### config.mk
export PLATFORM = sky130hd
export DESIGN_NAME = interval_timer_with_prescaler_core
export DESIGN_NICKNAME = d
export VERILOG_FILES = /design/src/rtl/itp_pkg.sv /design/src/rtl/itp_in_reg.sv /design/src/rtl/itp_timer.sv /design/src/rtl/itp_out_reg.sv /design/src/rtl/interval_timer_with_prescaler_core.sv
export VERILOG_INCLUDE_DIRS = /design/src /design/src/rtl
export SDC_FILE = /design/constraint.sdc
export NUM_CORES = 1
export LEC_CHECK = 0
export BUFFER_PORTS_ARGS = -buffer_cell sky130_fd_sc_hd__buf_2
export CELL_PAD_IN_SITES_DETAIL_PLACEMENT = 0
export CELL_PAD_IN_SITES_GLOBAL_PLACEMENT = 2
export CORE_MARGIN = 5
export CORE_UTILIZATION = 40
export DETAILED_ROUTE_END_ITERATION = 12
export PLACE_DENSITY = 0.88
export SKIP_CTS_REPAIR_TIMING = 1
export SYNTH_ARGS = -nofsm -noshare
export SYNTH_HDL_FRONTEND = slang
export SYNTH_SLANG_ARGS = --single-unit
### constraint.sdc
create_clock -name i_clk -period 11.1 [get_ports i_clk]
set_input_delay 0.555 -clock i_clk [delete_from_list [all_inputs] [get_ports i_clk]]
set_output_delay 0.555 -clock i_clk [all_outputs]
set_load 0.03 [all_outputs]
### src/rtl/interval_timer_with_prescaler_core_assert.svh
// Assertion macros for the interval timer core.
// Included by the top level; no other dependencies.
`ifndef INTERVAL_TIMER_WITH_PRESCALER_CORE_ASSERT_SVH
`define INTERVAL_TIMER_WITH_PRESCALER_CORE_ASSERT_SVH
`ifndef SYNTH
// Same-cycle implication, checked at every rising edge outside reset.
`define ITP_ASSERT_NOW(lbl, clk, rst_n, ante, cons) \
    lbl: assert property (@(posedge clk) disable iff (!rst_n) (ante) |-> (cons)) \
        else $error("timer assertion failed");
// Next-cycle implication.
`define ITP_ASSERT_NEXT(lbl, clk, rst_n, ante, cons) \
    lbl: assert property (@(posedge clk) disable iff (!rst_n) (ante) |=> (cons)) \
        else $error("timer assertion failed");
`else
`define ITP_ASSERT_NOW(lbl, clk, rst_n, ante, cons)
`define ITP_ASSERT_NEXT(lbl, clk, rst_n, ante, cons)
`endif
`endif

### src/rtl/itp_pkg.sv
// Shared types, register offsets and field positions for the interval timer.
// No dependencies; used by every module of the timer.
`timescale 1ns / 1ps

package itp_pkg;

    // Default width of the interval and count registers.
    localparam int COUNT_WIDTH_DEF = 32;

    // Item kinds.
    localparam logic [1:0] KIND_READ  = 2'd0;
    localparam logic [1:0] KIND_WRITE = 2'd1;
    localparam logic [1:0] KIND_TICK  = 2'd2;

    // Register byte offsets.
    localparam logic [5:0] OFF_IRQ_EN   = 6'h00;
    localparam logic [5:0] OFF_IRQ_ST   = 6'h04;
    localparam logic [5:0] OFF_CTRL     = 6'h20;
    localparam logic [5:0] OFF_INTERVAL = 6'h24;
    localparam logic [5:0] OFF_COUNT    = 6'h28;

    // Bit positions within the registers.
    localparam int IRQ_BIT       = 1;
    localparam int CTRL_RUN_BIT  = 0;
    localparam int CTRL_LOAD_BIT = 1;
    localparam int CTRL_SRC_LO   = 2;
    localparam int CTRL_SRC_HI   = 3;
    localparam int CTRL_PRE_LO   = 4;
    localparam int CTRL_PRE_HI   = 6;
    localparam int CTRL_ONE_BIT  = 7;

    // Input item.
    typedef struct packed {
        logic [1:0]  kind;
        logic [5:0]  address;
        logic [31:0] write_data;
        logic [1:0]  tick_source;
    } t_in_item;

    // Result item.
    typedef struct packed {
        logic [31:0] read_data;
        logic        irq_out;
    } t_out_item;

    // Interrupt state seen by the top level.
    typedef struct packed {
        logic irq_enable;
        logic irq_pending;
    } t_irq_status;

endpackage

### src/rtl/itp_in_reg.sv
// Input register of the interval timer: holds one accepted item.
// Depends on itp_pkg.
`timescale 1ns / 1ps

module itp_in_reg (
    input  logic             i_clk,
    input  logic             i_rst_n,
    input  logic             i_valid,
    input  itp_pkg::t_in_item i_item,
    input  logic             i_take,
    output logic             o_stall,
    output logic             o_valid,
    output itp_pkg::t_in_item o_item
);
    import itp_pkg::*;

    logic     r_valid;
    logic     n_valid;
    t_in_item r_item;
    logic     w_open;

    // The register can take a transfer when empty or being drained.
    assign w_open  = !r_valid || i_take;
    assign o_stall = !w_open;
    assign n_valid = w_open ? i_valid : r_valid;

    always_ff @(posedge i_clk) begin
        if (!i_rst_n) begin
            r_valid <= 1'b0;
        end else begin
            r_valid <= n_valid;
        end
    end

    // Payload needs no reset.
    always_ff @(posedge i_clk) begin
        if (i_valid && w_open) begin
            r_item <= i_item;
        end
    end

    assign o_valid = r_valid;
    assign o_item  = r_item;

endmodule

### src/rtl/itp_timer.sv
// Timer state and per-item logic: register file, prescaler and down counter.
// Depends on itp_pkg.
`timescale 1ns / 1ps

module itp_timer #(
    parameter int COUNT_WIDTH = itp_pkg::COUNT_WIDTH_DEF
) (
    input  logic                i_clk,
    input  logic                i_rst_n,
    input  logic                i_fire,
    input  itp_pkg::t_in_item   i_item,
    output itp_pkg::t_out_item  o_result,
    output itp_pkg::t_irq_status o_status
);
    import itp_pkg::*;

    logic                   r_irq_en,   n_irq_en;
    logic                   r_pending,  n_pending;
    logic                   r_run,      n_run;
    logic                   r_one_shot, n_one_shot;
    logic [1:0]             r_src,      n_src;
    logic [2:0]             r_pre_log,  n_pre_log;
    logic [6:0]             r_pre_cnt,  n_pre_cnt;
    logic [COUNT_WIDTH-1:0] r_interval, n_interval;
    logic [COUNT_WIDTH-1:0] r_count,    n_count;

    logic [31:0]            w_rd;
    logic [7:0]             w_pre_next;
    logic [7:0]             w_pre_limit;
    logic [COUNT_WIDTH-1:0] w_dec;
    logic [31:0]            w_wd;

    assign w_wd        = i_item.write_data;
    assign w_pre_next  = {1'b0, r_pre_cnt} + 8'd1;
    assign w_pre_limit = 8'd1 << r_pre_log;
    assign w_dec       = (r_count != '0) ? (r_count - COUNT_WIDTH'(1)) : '0;

    // Register read mux.
    always_comb begin
        w_rd = '0;
        case (i_item.address)
            OFF_IRQ_EN:   w_rd[IRQ_BIT] = r_irq_en;
            OFF_IRQ_ST:   w_rd[IRQ_BIT] = r_pending;
            OFF_CTRL:     w_rd = {24'd0, r_one_shot, r_pre_log, r_src, 1'b0, r_run};
            OFF_INTERVAL: w_rd = 32'(r_interval);
            OFF_COUNT:    w_rd = 32'(r_count);
            default:      w_rd = '0;
        endcase
    end

    // Next state for one item: bus write or source tick.
    always_comb begin
        n_irq_en   = r_irq_en;
        n_pending  = r_pending;
        n_run      = r_run;
        n_one_shot = r_one_shot;
        n_src      = r_src;
        n_pre_log  = r_pre_log;
        n_pre_cnt  = r_pre_cnt;
        n_interval = r_interval;
        n_count    = r_count;
        case (i_item.kind)
            KIND_WRITE: begin
                case (i_item.address)
                    OFF_IRQ_EN: begin
                        n_irq_en = w_wd[IRQ_BIT];
                    end
                    OFF_IRQ_ST: begin
                        // Write one to clear.
                        if (w_wd[IRQ_BIT]) begin
                            n_pending = 1'b0;
                        end
                    end
                    OFF_CTRL: begin
                        n_run      = w_wd[CTRL_RUN_BIT];
                        n_src      = w_wd[CTRL_SRC_HI:CTRL_SRC_LO];
                        n_pre_log  = w_wd[CTRL_PRE_HI:CTRL_PRE_LO];
                        n_one_shot = w_wd[CTRL_ONE_BIT];
                        // Reload strobe restarts the count from the interval.
                        if (w_wd[CTRL_LOAD_BIT]) begin
                            n_count   = r_interval;
                            n_pre_cnt = '0;
                        end
                    end
                    OFF_INTERVAL: begin
                        n_interval = COUNT_WIDTH'(w_wd);
                    end
                    default: begin
                    end
                endcase
            end
            KIND_TICK: begin
                if (r_run && (i_item.tick_source == r_src)) begin
                    if (w_pre_next >= w_pre_limit) begin
                        // Prescaler wraps: one count step.
                        n_pre_cnt = '0;
                        n_count   = w_dec;
                        if (w_dec == '0) begin
                            n_pending = 1'b1;
                            if (r_one_shot) begin
                                n_run = 1'b0;
                            end else begin
                                n_count = r_interval;
                            end
                        end
                    end else begin
                        n_pre_cnt = w_pre_next[6:0];
                    end
                end
            end
            default: begin
            end
        endcase
    end

    always_ff @(posedge i_clk) begin
        if (!i_rst_n) begin
            r_irq_en   <= 1'b0;
            r_pending  <= 1'b0;
            r_run      <= 1'b0;
            r_one_shot <= 1'b0;
            r_src      <= '0;
            r_pre_log  <= '0;
            r_pre_cnt  <= '0;
            r_interval <= '0;
            r_count    <= '0;
        end else if (i_fire) begin
            r_irq_en   <= n_irq_en;
            r_pending  <= n_pending;
            r_run      <= n_run;
            r_one_shot <= n_one_shot;
            r_src      <= n_src;
            r_pre_log  <= n_pre_log;
            r_pre_cnt  <= n_pre_cnt;
            r_interval <= n_interval;
            r_count    <= n_count;
        end
    end

    // Result: read data only for reads; interrupt line after the update.
    assign o_result.read_data = (i_item.kind == KIND_READ) ? w_rd : '0;
    assign o_result.irq_out   = n_irq_en && n_pending;

    assign o_status.irq_enable  = r_irq_en;
    assign o_status.irq_pending = r_pending;

endmodule

### src/rtl/itp_out_reg.sv
// Result register of the interval timer, holding one result until taken.
// Depends on itp_pkg.
`timescale 1ns / 1ps

module itp_out_reg (
    input  logic               i_clk,
    input  logic               i_rst_n,
    input  logic               i_load,
    input  itp_pkg::t_out_item i_result,
    input  logic               i_stall,
    output logic               o_free,
    output logic               o_valid,
    output itp_pkg::t_out_item o_item
);
    import itp_pkg::*;

    logic      r_valid;
    logic      n_valid;
    t_out_item r_item;

    // A slot is free when empty or when its result transfers this cycle.
    assign o_free  = !r_valid || !i_stall;
    assign n_valid = i_load || (r_valid && i_stall);

    always_ff @(posedge i_clk) begin
        if (!i_rst_n) begin
            r_valid <= 1'b0;
        end else begin
            r_valid <= n_valid;
        end
    end

    always_ff @(posedge i_clk) begin
        if (i_load) begin
            r_item <= i_result;
        end
    end

    assign o_valid = r_valid;
    assign o_item  = r_item;

endmodule

### src/rtl/interval_timer_with_prescaler_core.sv
// Top level of the interval timer with prescaler.
// Depends on itp_pkg, itp_in_reg, itp_timer, itp_out_reg and the assert header.
//
//   Channel | Handshake                  | Payload
//   --------+----------------------------+----------------------
//   in      | i_in_valid / o_in_stall    | i_in  (t_in_item)
//   out     | o_out_valid / i_out_stall  | o_out (t_out_item)
//
// One item per cycle sustained while the output does not stall; an item is held in the input
// register, and its result is registered in the result register, from which it transfers out.
// Each item is processed combinationally between the input and result registers.
// Synchronous active-low reset clears all timer registers and both valid flags.
// A stall on the output holds the result and, once the input register is full,
// stalls the input.
`timescale 1ns / 1ps

`include "interval_timer_with_prescaler_core_assert.svh"

module interval_timer_with_prescaler_core #(
    parameter int COUNT_WIDTH = itp_pkg::COUNT_WIDTH_DEF
) (
    input  logic               i_clk,
    input  logic               i_rst_n,
    input  logic               i_in_valid,
    output logic               o_in_stall,
    input  itp_pkg::t_in_item  i_in,
    output logic               o_out_valid,
    input  logic               i_out_stall,
    output itp_pkg::t_out_item o_out
);
    import itp_pkg::*;

    logic        w_item_valid;
    t_in_item    w_item;
    logic        w_out_free;
    logic        w_fire;
    t_out_item   w_result;
    t_irq_status w_status;
    logic        w_irq_line;

    // Process the held item whenever the result register has room.
    assign w_fire = w_item_valid && w_out_free;

    // Interrupt line as given by the current timer state.
    assign w_irq_line = w_status.irq_enable && w_status.irq_pending;

    itp_in_reg u_in_reg (
        .i_clk   (i_clk),
        .i_rst_n (i_rst_n),
        .i_valid (i_in_valid),
        .i_item  (i_in),
        .i_take  (w_fire),
        .o_stall (o_in_stall),
        .o_valid (w_item_valid),
        .o_item  (w_item)
    );

    itp_timer #(
        .COUNT_WIDTH (COUNT_WIDTH)
    ) u_timer (
        .i_clk    (i_clk),
        .i_rst_n  (i_rst_n),
        .i_fire   (w_fire),
        .i_item   (w_item),
        .o_result (w_result),
        .o_status (w_status)
    );

    itp_out_reg u_out_reg (
        .i_clk    (i_clk),
        .i_rst_n  (i_rst_n),
        .i_load   (w_fire),
        .i_result (w_result),
        .i_stall  (i_out_stall),
        .o_free   (w_out_free),
        .o_valid  (o_out_valid),
        .o_item   (o_out)
    );

    // The held result always reflects the current interrupt state.
    `ITP_ASSERT_NOW(a_irq_matches_state, i_clk, i_rst_n, o_out_valid, o_out.irq_out == w_irq_line)
    // The input only stalls while an item waits in the input register.
    `ITP_ASSERT_NOW(a_stall_only_when_full, i_clk, i_rst_n, o_in_stall, w_item_valid)
    // A processed item always leaves a result behind.
    `ITP_ASSERT_NEXT(a_fire_gives_result, i_clk, i_rst_n, w_fire, o_out_valid)

endmodule
### Word-level counts from Yosys, hierarchy flattened

Index checks and enable logic that the tools add are counted.
W data, S select, Z words.

| cells by class | value |
|---|---|
| order comparisons | 1 |
| add/sub/neg operators | 2 |
| equal/unequal tests | 13 |
| reductions and logical operators | 22 |
| shifts and indexed selects | 1 |
| multiplexer cells | 30 |

Operators by type and width:

| operator | count |
|---|---|
| $mux W32 | 7 |
| $pmux W30 S3 | 1 |
| $pmux W32 S2 | 1 |
| $logic_not A32 Y1 | 1 |
| $reduce_bool A32 Y1 | 1 |
| $sub A32 B1 Y32 const B | 1 |
| $mux W7 | 4 |
| $eq A6 B6 Y1 const B | 3 |
| $pmux W7 S2 | 1 |
| $mux W1 | 12 |
| $ne A2 B1 Y1 const B | 5 |
| $add A7 B1 Y8 const B | 1 |
| $ge A8 B8 Y1 | 1 |
| $shl A1 B3 Y8 const A | 1 |
| $reduce_and A7 Y1 | 1 |
| $eq A6 B3 Y1 const B | 1 |
| $logic_not A6 Y1 | 1 |
| $reduce_and A3 Y1 | 2 |
| $reduce_and A6 Y1 | 1 |
| $logic_and A1 B1 Y1 | 5 |
| $reduce_and A5 Y1 | 1 |
| $logic_not A1 Y1 | 4 |
| $pmux W1 S2 | 2 |
| $pmux W1 S4 | 1 |
| other kinds (8) | 10 |

| storage, ports and cells | value |
|---|---|
| word-level logic and storage cells | 86 |
| output and inout bits | 35 |
| flip-flop bits (word level) | 157 |

### Depth between registers and ports, before layout

| logic depth | value |
|---|---|
| depth in word-level cells | 8 |
| depth in mapped cells | 14 |
| mapped depth without buffers | 12 |

### Hierarchy

Synthesis repeated with hierarchy kept, for this count alone.

| second synthesis, totals | value |
|---|---|
| cells, all modules | 766 |
| area total of the unflattened synthesis | 7681.1 µm² |

By module, submodules not included:

| module | sequential area each (µm²) | instances | area an instance (µm²) | cells an instance |
|---|---|---|---|---|
| itp_timer | 1601.5 | 1 | 5340.1 | 682 |
| itp_in_reg | 1281.2 | 1 | 1308.8 | 46 |
| itp_out_reg | 1011.0 | 1 | 1026.0 | 37 |
| interval_timer_with_prescaler_core | 0.0 | 1 | 6.3 | 1 |

### Least setup slack after synthesis

No wires, ideal clock.

| timing | value |
|---|---|
| path kind | in2reg |
| from | input i_out_stall |
| to | register u_timer.r_count[30] |
| arrival time | 3.717 ns |
| required time | 11.021 ns |
| cell stages on the path | 8 |
| setup slack | 7.304 ns |
| buffers on the path | 2 |
| setup time | 0.079 ns |
| cells stage by stage | a21boi_1 nand2_1 a221o_1 clkbuf_1 nor2_1 clkbuf_1 nand4_1 o211ai_1 |

| on the way | value |
|---|---|
| cells in the longest elaborated chain, start to end | 4 |

Ends and longest elaborated chain:

| item | line | text |
|---|---|---|
| start: declaration | interval_timer_with_prescaler_core.sv:28 | `input logic i_out_stall,` |
| $logic_not A1 Y1 | itp_out_reg.sv:22 | `assign o_free = !r_valid \|\| !i_stall;` |
| $logic_or A1 B1 Y1 | itp_out_reg.sv:22 |  |
| $logic_and A1 B1 Y1 | interval_timer_with_prescaler_core.sv:42 | `assign w_fire = w_item_valid && w_out_free;` |
| $reduce_and A6 Y1 (no source line) | n/a |  |
| end signal: assignment | itp_timer.sv:136 | `r_count <= n_count;` |
| end: declaration | itp_timer.sv:25 | `logic [COUNT_WIDTH-1:0] r_count, n_count;` |

Every way passes these cells.
A chain may end at the register's enable or synchronous reset.

### Worst setup path in the final report

| timing | value |
|---|---|
| from | register u_timer.r_count[2] |
| to | register u_timer.r_count[29] |

| on the way | value |
|---|---|
| cells in the longest elaborated chain, start to end | 7 |

Ends and longest elaborated chain:

| item | line | text |
|---|---|---|
| $sub A32 B1 Y32 / $reduce_bool A32 Y1 (equally long branches) | itp_timer.sv:36 | `assign w_dec = (r_count != '0) ? (r_count - COUNT_WIDTH'(1)) : '0;` |
| $mux W32 (*) | itp_timer.sv:36 |  |
| $logic_not A32 Y1 / $mux W32 (equally long branches) | itp_timer.sv:98, itp_timer.sv:100 |  |
| $mux W32 (*) | itp_timer.sv:98 | `if (w_dec == '0) begin` |
| $mux W32 (*) | itp_timer.sv:94 | `if (w_pre_next >= w_pre_limit) begin` |
| $mux W32 (*) | itp_timer.sv:93 | `if (r_run && (i_item.tick_source == r_src)) begin` |
| $pmux W32 S2 (*) | itp_timer.sv:62 | `case (i_item.kind)` |

Mark *: on every way between the ends. The rest lies on a longest branch, timed or not. The select of a mux whose other input is x is not followed.

==> out/metrics.yaml <==
place:
  dp_hpwl_um: 14700
  place_congestion: 0.928
  io_buffers: 80
  dpl.cell_count: 1093
yosys:
  yosysWarnings: 0
  synth-main-ff-cell: "dfxtp_1"
  synthArstFlopShare_pct: 0
  synth.ff_latch_count: 157
  syn_inst: 807
  yosysSeqAreaShare_pct: 50.6
  avgSynthCellArea_sq_um: 9.53
  yosys.cell_types.count: 65
  syn_nets: 867
  synth_edf_count: 75
  synth_area_sq_mm: 0.00769
pwr:
  p_leak_uw: 0.00316
  intPower_uw: 1050
  combPwrFrac_pct: 14.9
  total_power_uw: 1460
  vdd_drop_max_mv: 0.115
  seqPwrFrac_pct: 43.9
  power_frac_clock_pct: 41.2
  powerDensity_mw_per_mm2: 166
  swShare_pct: 28.6
  p_sw_uw: 419
setup_path:
  crit_path_end_kind: "flip-flop"
  r2r_end: "u_timer.r_count[29]"
  endpoint: "u_timer.r_count[29]"
  rr_worst_depth: 10
  timing_worst_setup_path_type: "reg2reg"
  cp-start-kind: "flip-flop"
  path_cells: "or4_1 -> nor2_1 -> nand4_1 -> xnor2_1 -> or4_1 -> o31ai_2 -> a21o_1 -> buf_4 -> mux2_1 -> a21oi_1"
  critPathLaunch: "u_timer.r_count[2]"
  worst_ep_required_time_ps: 11470
  crit_slowest_cell: "nor2_1"
  worstPathMaxFanout: 39
  crit_path_frequent_cell: "or4_1"
  r2r-start: "u_timer.r_count[2]"
  cp.arrival_ps: 4410
  critPathMaxStageDelay_ps: 670
  ff2ff_setup_slack_ps: 7050
detailed_routing:
  routed_wl_um: 21400
  drc: 0
  vias: 6240
  wl_per_cell_um: 19.0
  drtAntennaViolNets: 0
  drtPass1Iterations: 5
  drt_iter0_markers: 436
  vias_per_cell: 5.55
clocking:
  cts_root_buffer: "clkbuf_16"
  cts.path.max_buffers: 2
  cts_buffers: 17
  cts_tree: "built"
  clock-sinks: 157
  htree_levels: 4
  clock_latency_ps: 430
  path_clk_slew_ps: 70
sta:
  drv_slew: 0
  finClkSkew_ps: 10.7
  rsz0062_at_grt: "false"
  final.setup.tns_ps: 0
  finalSetupViolCount: 0
  min_period_over_period_pct: 36.5
  finalCriticalPeriod_ps: 4050
  hold_ws_ps: 292
  relSlewSlack_pct: 21.4
  tightest_slew_ps: 1180
  fmax_mhz: 247
  final_hold_viol_count: 0
floorplan:
  die_width_um: 149
  fp.coreArea_sq_mm: 0.0188
  dieArea_sq_mm: 0.0221
  row_count: 50
  ios: 81
  fp.dieH_um: 149
  initial_core_util_pct: 40.8
cells_and_area:
  fin_nets: 912
  fin_cells: 1125
  drive_gt1_share_pct: 16.2
  fin_util_pct: 46.9
  areaGrowthSynthToFinish_pct: 15.0
  antennaDiodeCount: 0
status:
  status: "finished clean"
job:
  maxCapViolations: 0
global_routing:
  grt_antenna_before_repair: 0
  grt_max_degree: 54
  grt_pass1_vias: 6051
  grt.total_usage_pct: 19.4
  grt_pass1_wl_um: 33700
  grt_overflow_total: 0
worst_hold_path:
  hp-class: "in2reg"
  hold_path_startpoint: "i_in[26]"
[through the flow]
stage | setup slack [ps] | cell area [sq um]
6_report | 7050 | 8840
5_1_grt | 6830 | 8840
4_1_cts | 7040 | 8840
3_5_place_dp | 7100 | 8230
3_3_place_gp | 7130 | 8230
2_1_floorplan | 7300 | 7690
[area by class of cell]
type / instances / area [sq um]
Clock buffer: 19 / 475
Clock inverter: 13 / 139
Fill cell: 1806 / 9990
Inverter: 12 / 45.0
Multi-Input combinational cell: 576 / 3500
Sequential cell: 157 / 3890
Tap cell: 260 / 325
Timing Repair Buffer: 88 / 460
[cell usage after synthesis, types with 3 or more instances]
library cell	instances	area, sq um
edfxtp_1	75	2250
nor2b_1	26	163
and2_1	3	18.8
a22oi_1	25	188
or4_1	9	67.6
and3_1	5	31.3
or2_2	4	25.0
inv_1	11	41.3
nor4_1	10	62.6
nand2b_1	5	31.3
xnor2_1	16	140
ha_1	14	175
or3_1	19	119
clkbuf_1	53	199
nor4b_1	3	26.3
a31oi_1	13	81.3
buf_1	3	11.3
a211o_1	4	35.0
nor3b_1	4	30.0
a21oi_1	74	370
nand3b_1	10	75.1
dfxtp_1	82	1640
nand4_1	9	56.3
mux2i_1	22	220
xor2_1	12	105
a21o_1	6	45.0
a222oi_1	8	80.1
or3b_2	4	35.0
nand2_1	105	394
nor2_1	57	214
nand3_1	13	65.1
o22ai_1	5	31.3
nor3_1	25	125
o21ai_0	34	170
[critical path: cells and delay by family, from the launching register on]
kind	cells	cell delay (ps)
AOI/OAI and AO/OA	3	500
and+or+nand+nor	4	2040
muxes	1	370
buffers and inverters	1	440
DFF	1	410
xor gates and xnor gates	1	200
[worst min path at each step]
| stage | to | slack [ps] | cells after the start |
|---|---|---|---|
| final | u_in_reg.o_item[26] | 290 | 1 |
| after global routing | u_in_reg.o_item[25] | 270 | 1 |
| after CTS | u_in_reg.o_item[27] | 270 | 1 |
| after detailed placement | u_timer.r_interval[1] | 460 | 2 |
| after global placement | u_timer.r_interval[1] | 460 | 2 |
| after floorplan | u_out_reg.o_valid | 440 | 2 |
[per-layer routing]
metal  vias to the layer above  GRT usage [%]  part of all wire, %
met5                         -              0                    0
met3                        23           4.02                  4.9
met4                         0           5.22                  1.4
met1                      3000           27.6                   48
li1                       3047              -                    -
met2                       170           30.2                   45
[cell usage in the layout, fill, tap and decap left out, types with 9 or more instances in the layout]
cell         n
a21oi_1     74
a22oi_1     25
a31oi_1     13
buf_2       80
clkbuf_16   19
dfxtp_1     82
edfxtp_1    75
ha_1        14
inv_1       11
mux2i_1     22
nand2_1    105
nand3_1     13
nand3b_1    10
nand4_1      9
nor2_1      56
nor2b_1     25
nor3_1      24
nor4_1      10
o21ai_0     34
or3_1       19
or4_1        9
xnor2_1     16
xor2_1      12
[state kept, by name (all words and copies together) (netlist names)]
name / flops
u_in_reg.o_item: 42
u_timer.r_src: 2
u_out_reg.o_item: 33
u_timer.r_pending: 1
u_timer.r_one_shot: 1
u_timer.r_interval: 32
u_timer.r_pre_cnt: 7
u_timer.r_run: 1
u_timer.r_count: 32
u_in_reg.o_valid: 1
u_out_reg.o_valid: 1
u_timer.r_pre_log: 3
u_timer.r_irq_en: 1
[power by group through the flow]
| stage | Sequential [uW] | Combinational (uW) | Clock (uW) |
|---|---|---|---|
| final | 643 | 218 | 604 |
| after global routing | 645 | 240 | 636 |
| after CTS | 642 | 219 | 614 |
| after detailed placement | 655 | 217 | 0 |
| after global placement | 654 | 216 | 0 |
| after floorplan | 658 | 154 | 0 |
[logic make-up after synthesis]
kind of cell,synth area share (%)
AO/OA/AOI/OAI,15.5
XOR/XNOR,3.19
adder cells (fa/ha/maj),2.28
buffers and inverters,4.18
flip-flops,50.6
multiplexers,3.16
AND/OR/NAND/NOR,21.0
Power figures use the tool's default switching activity.
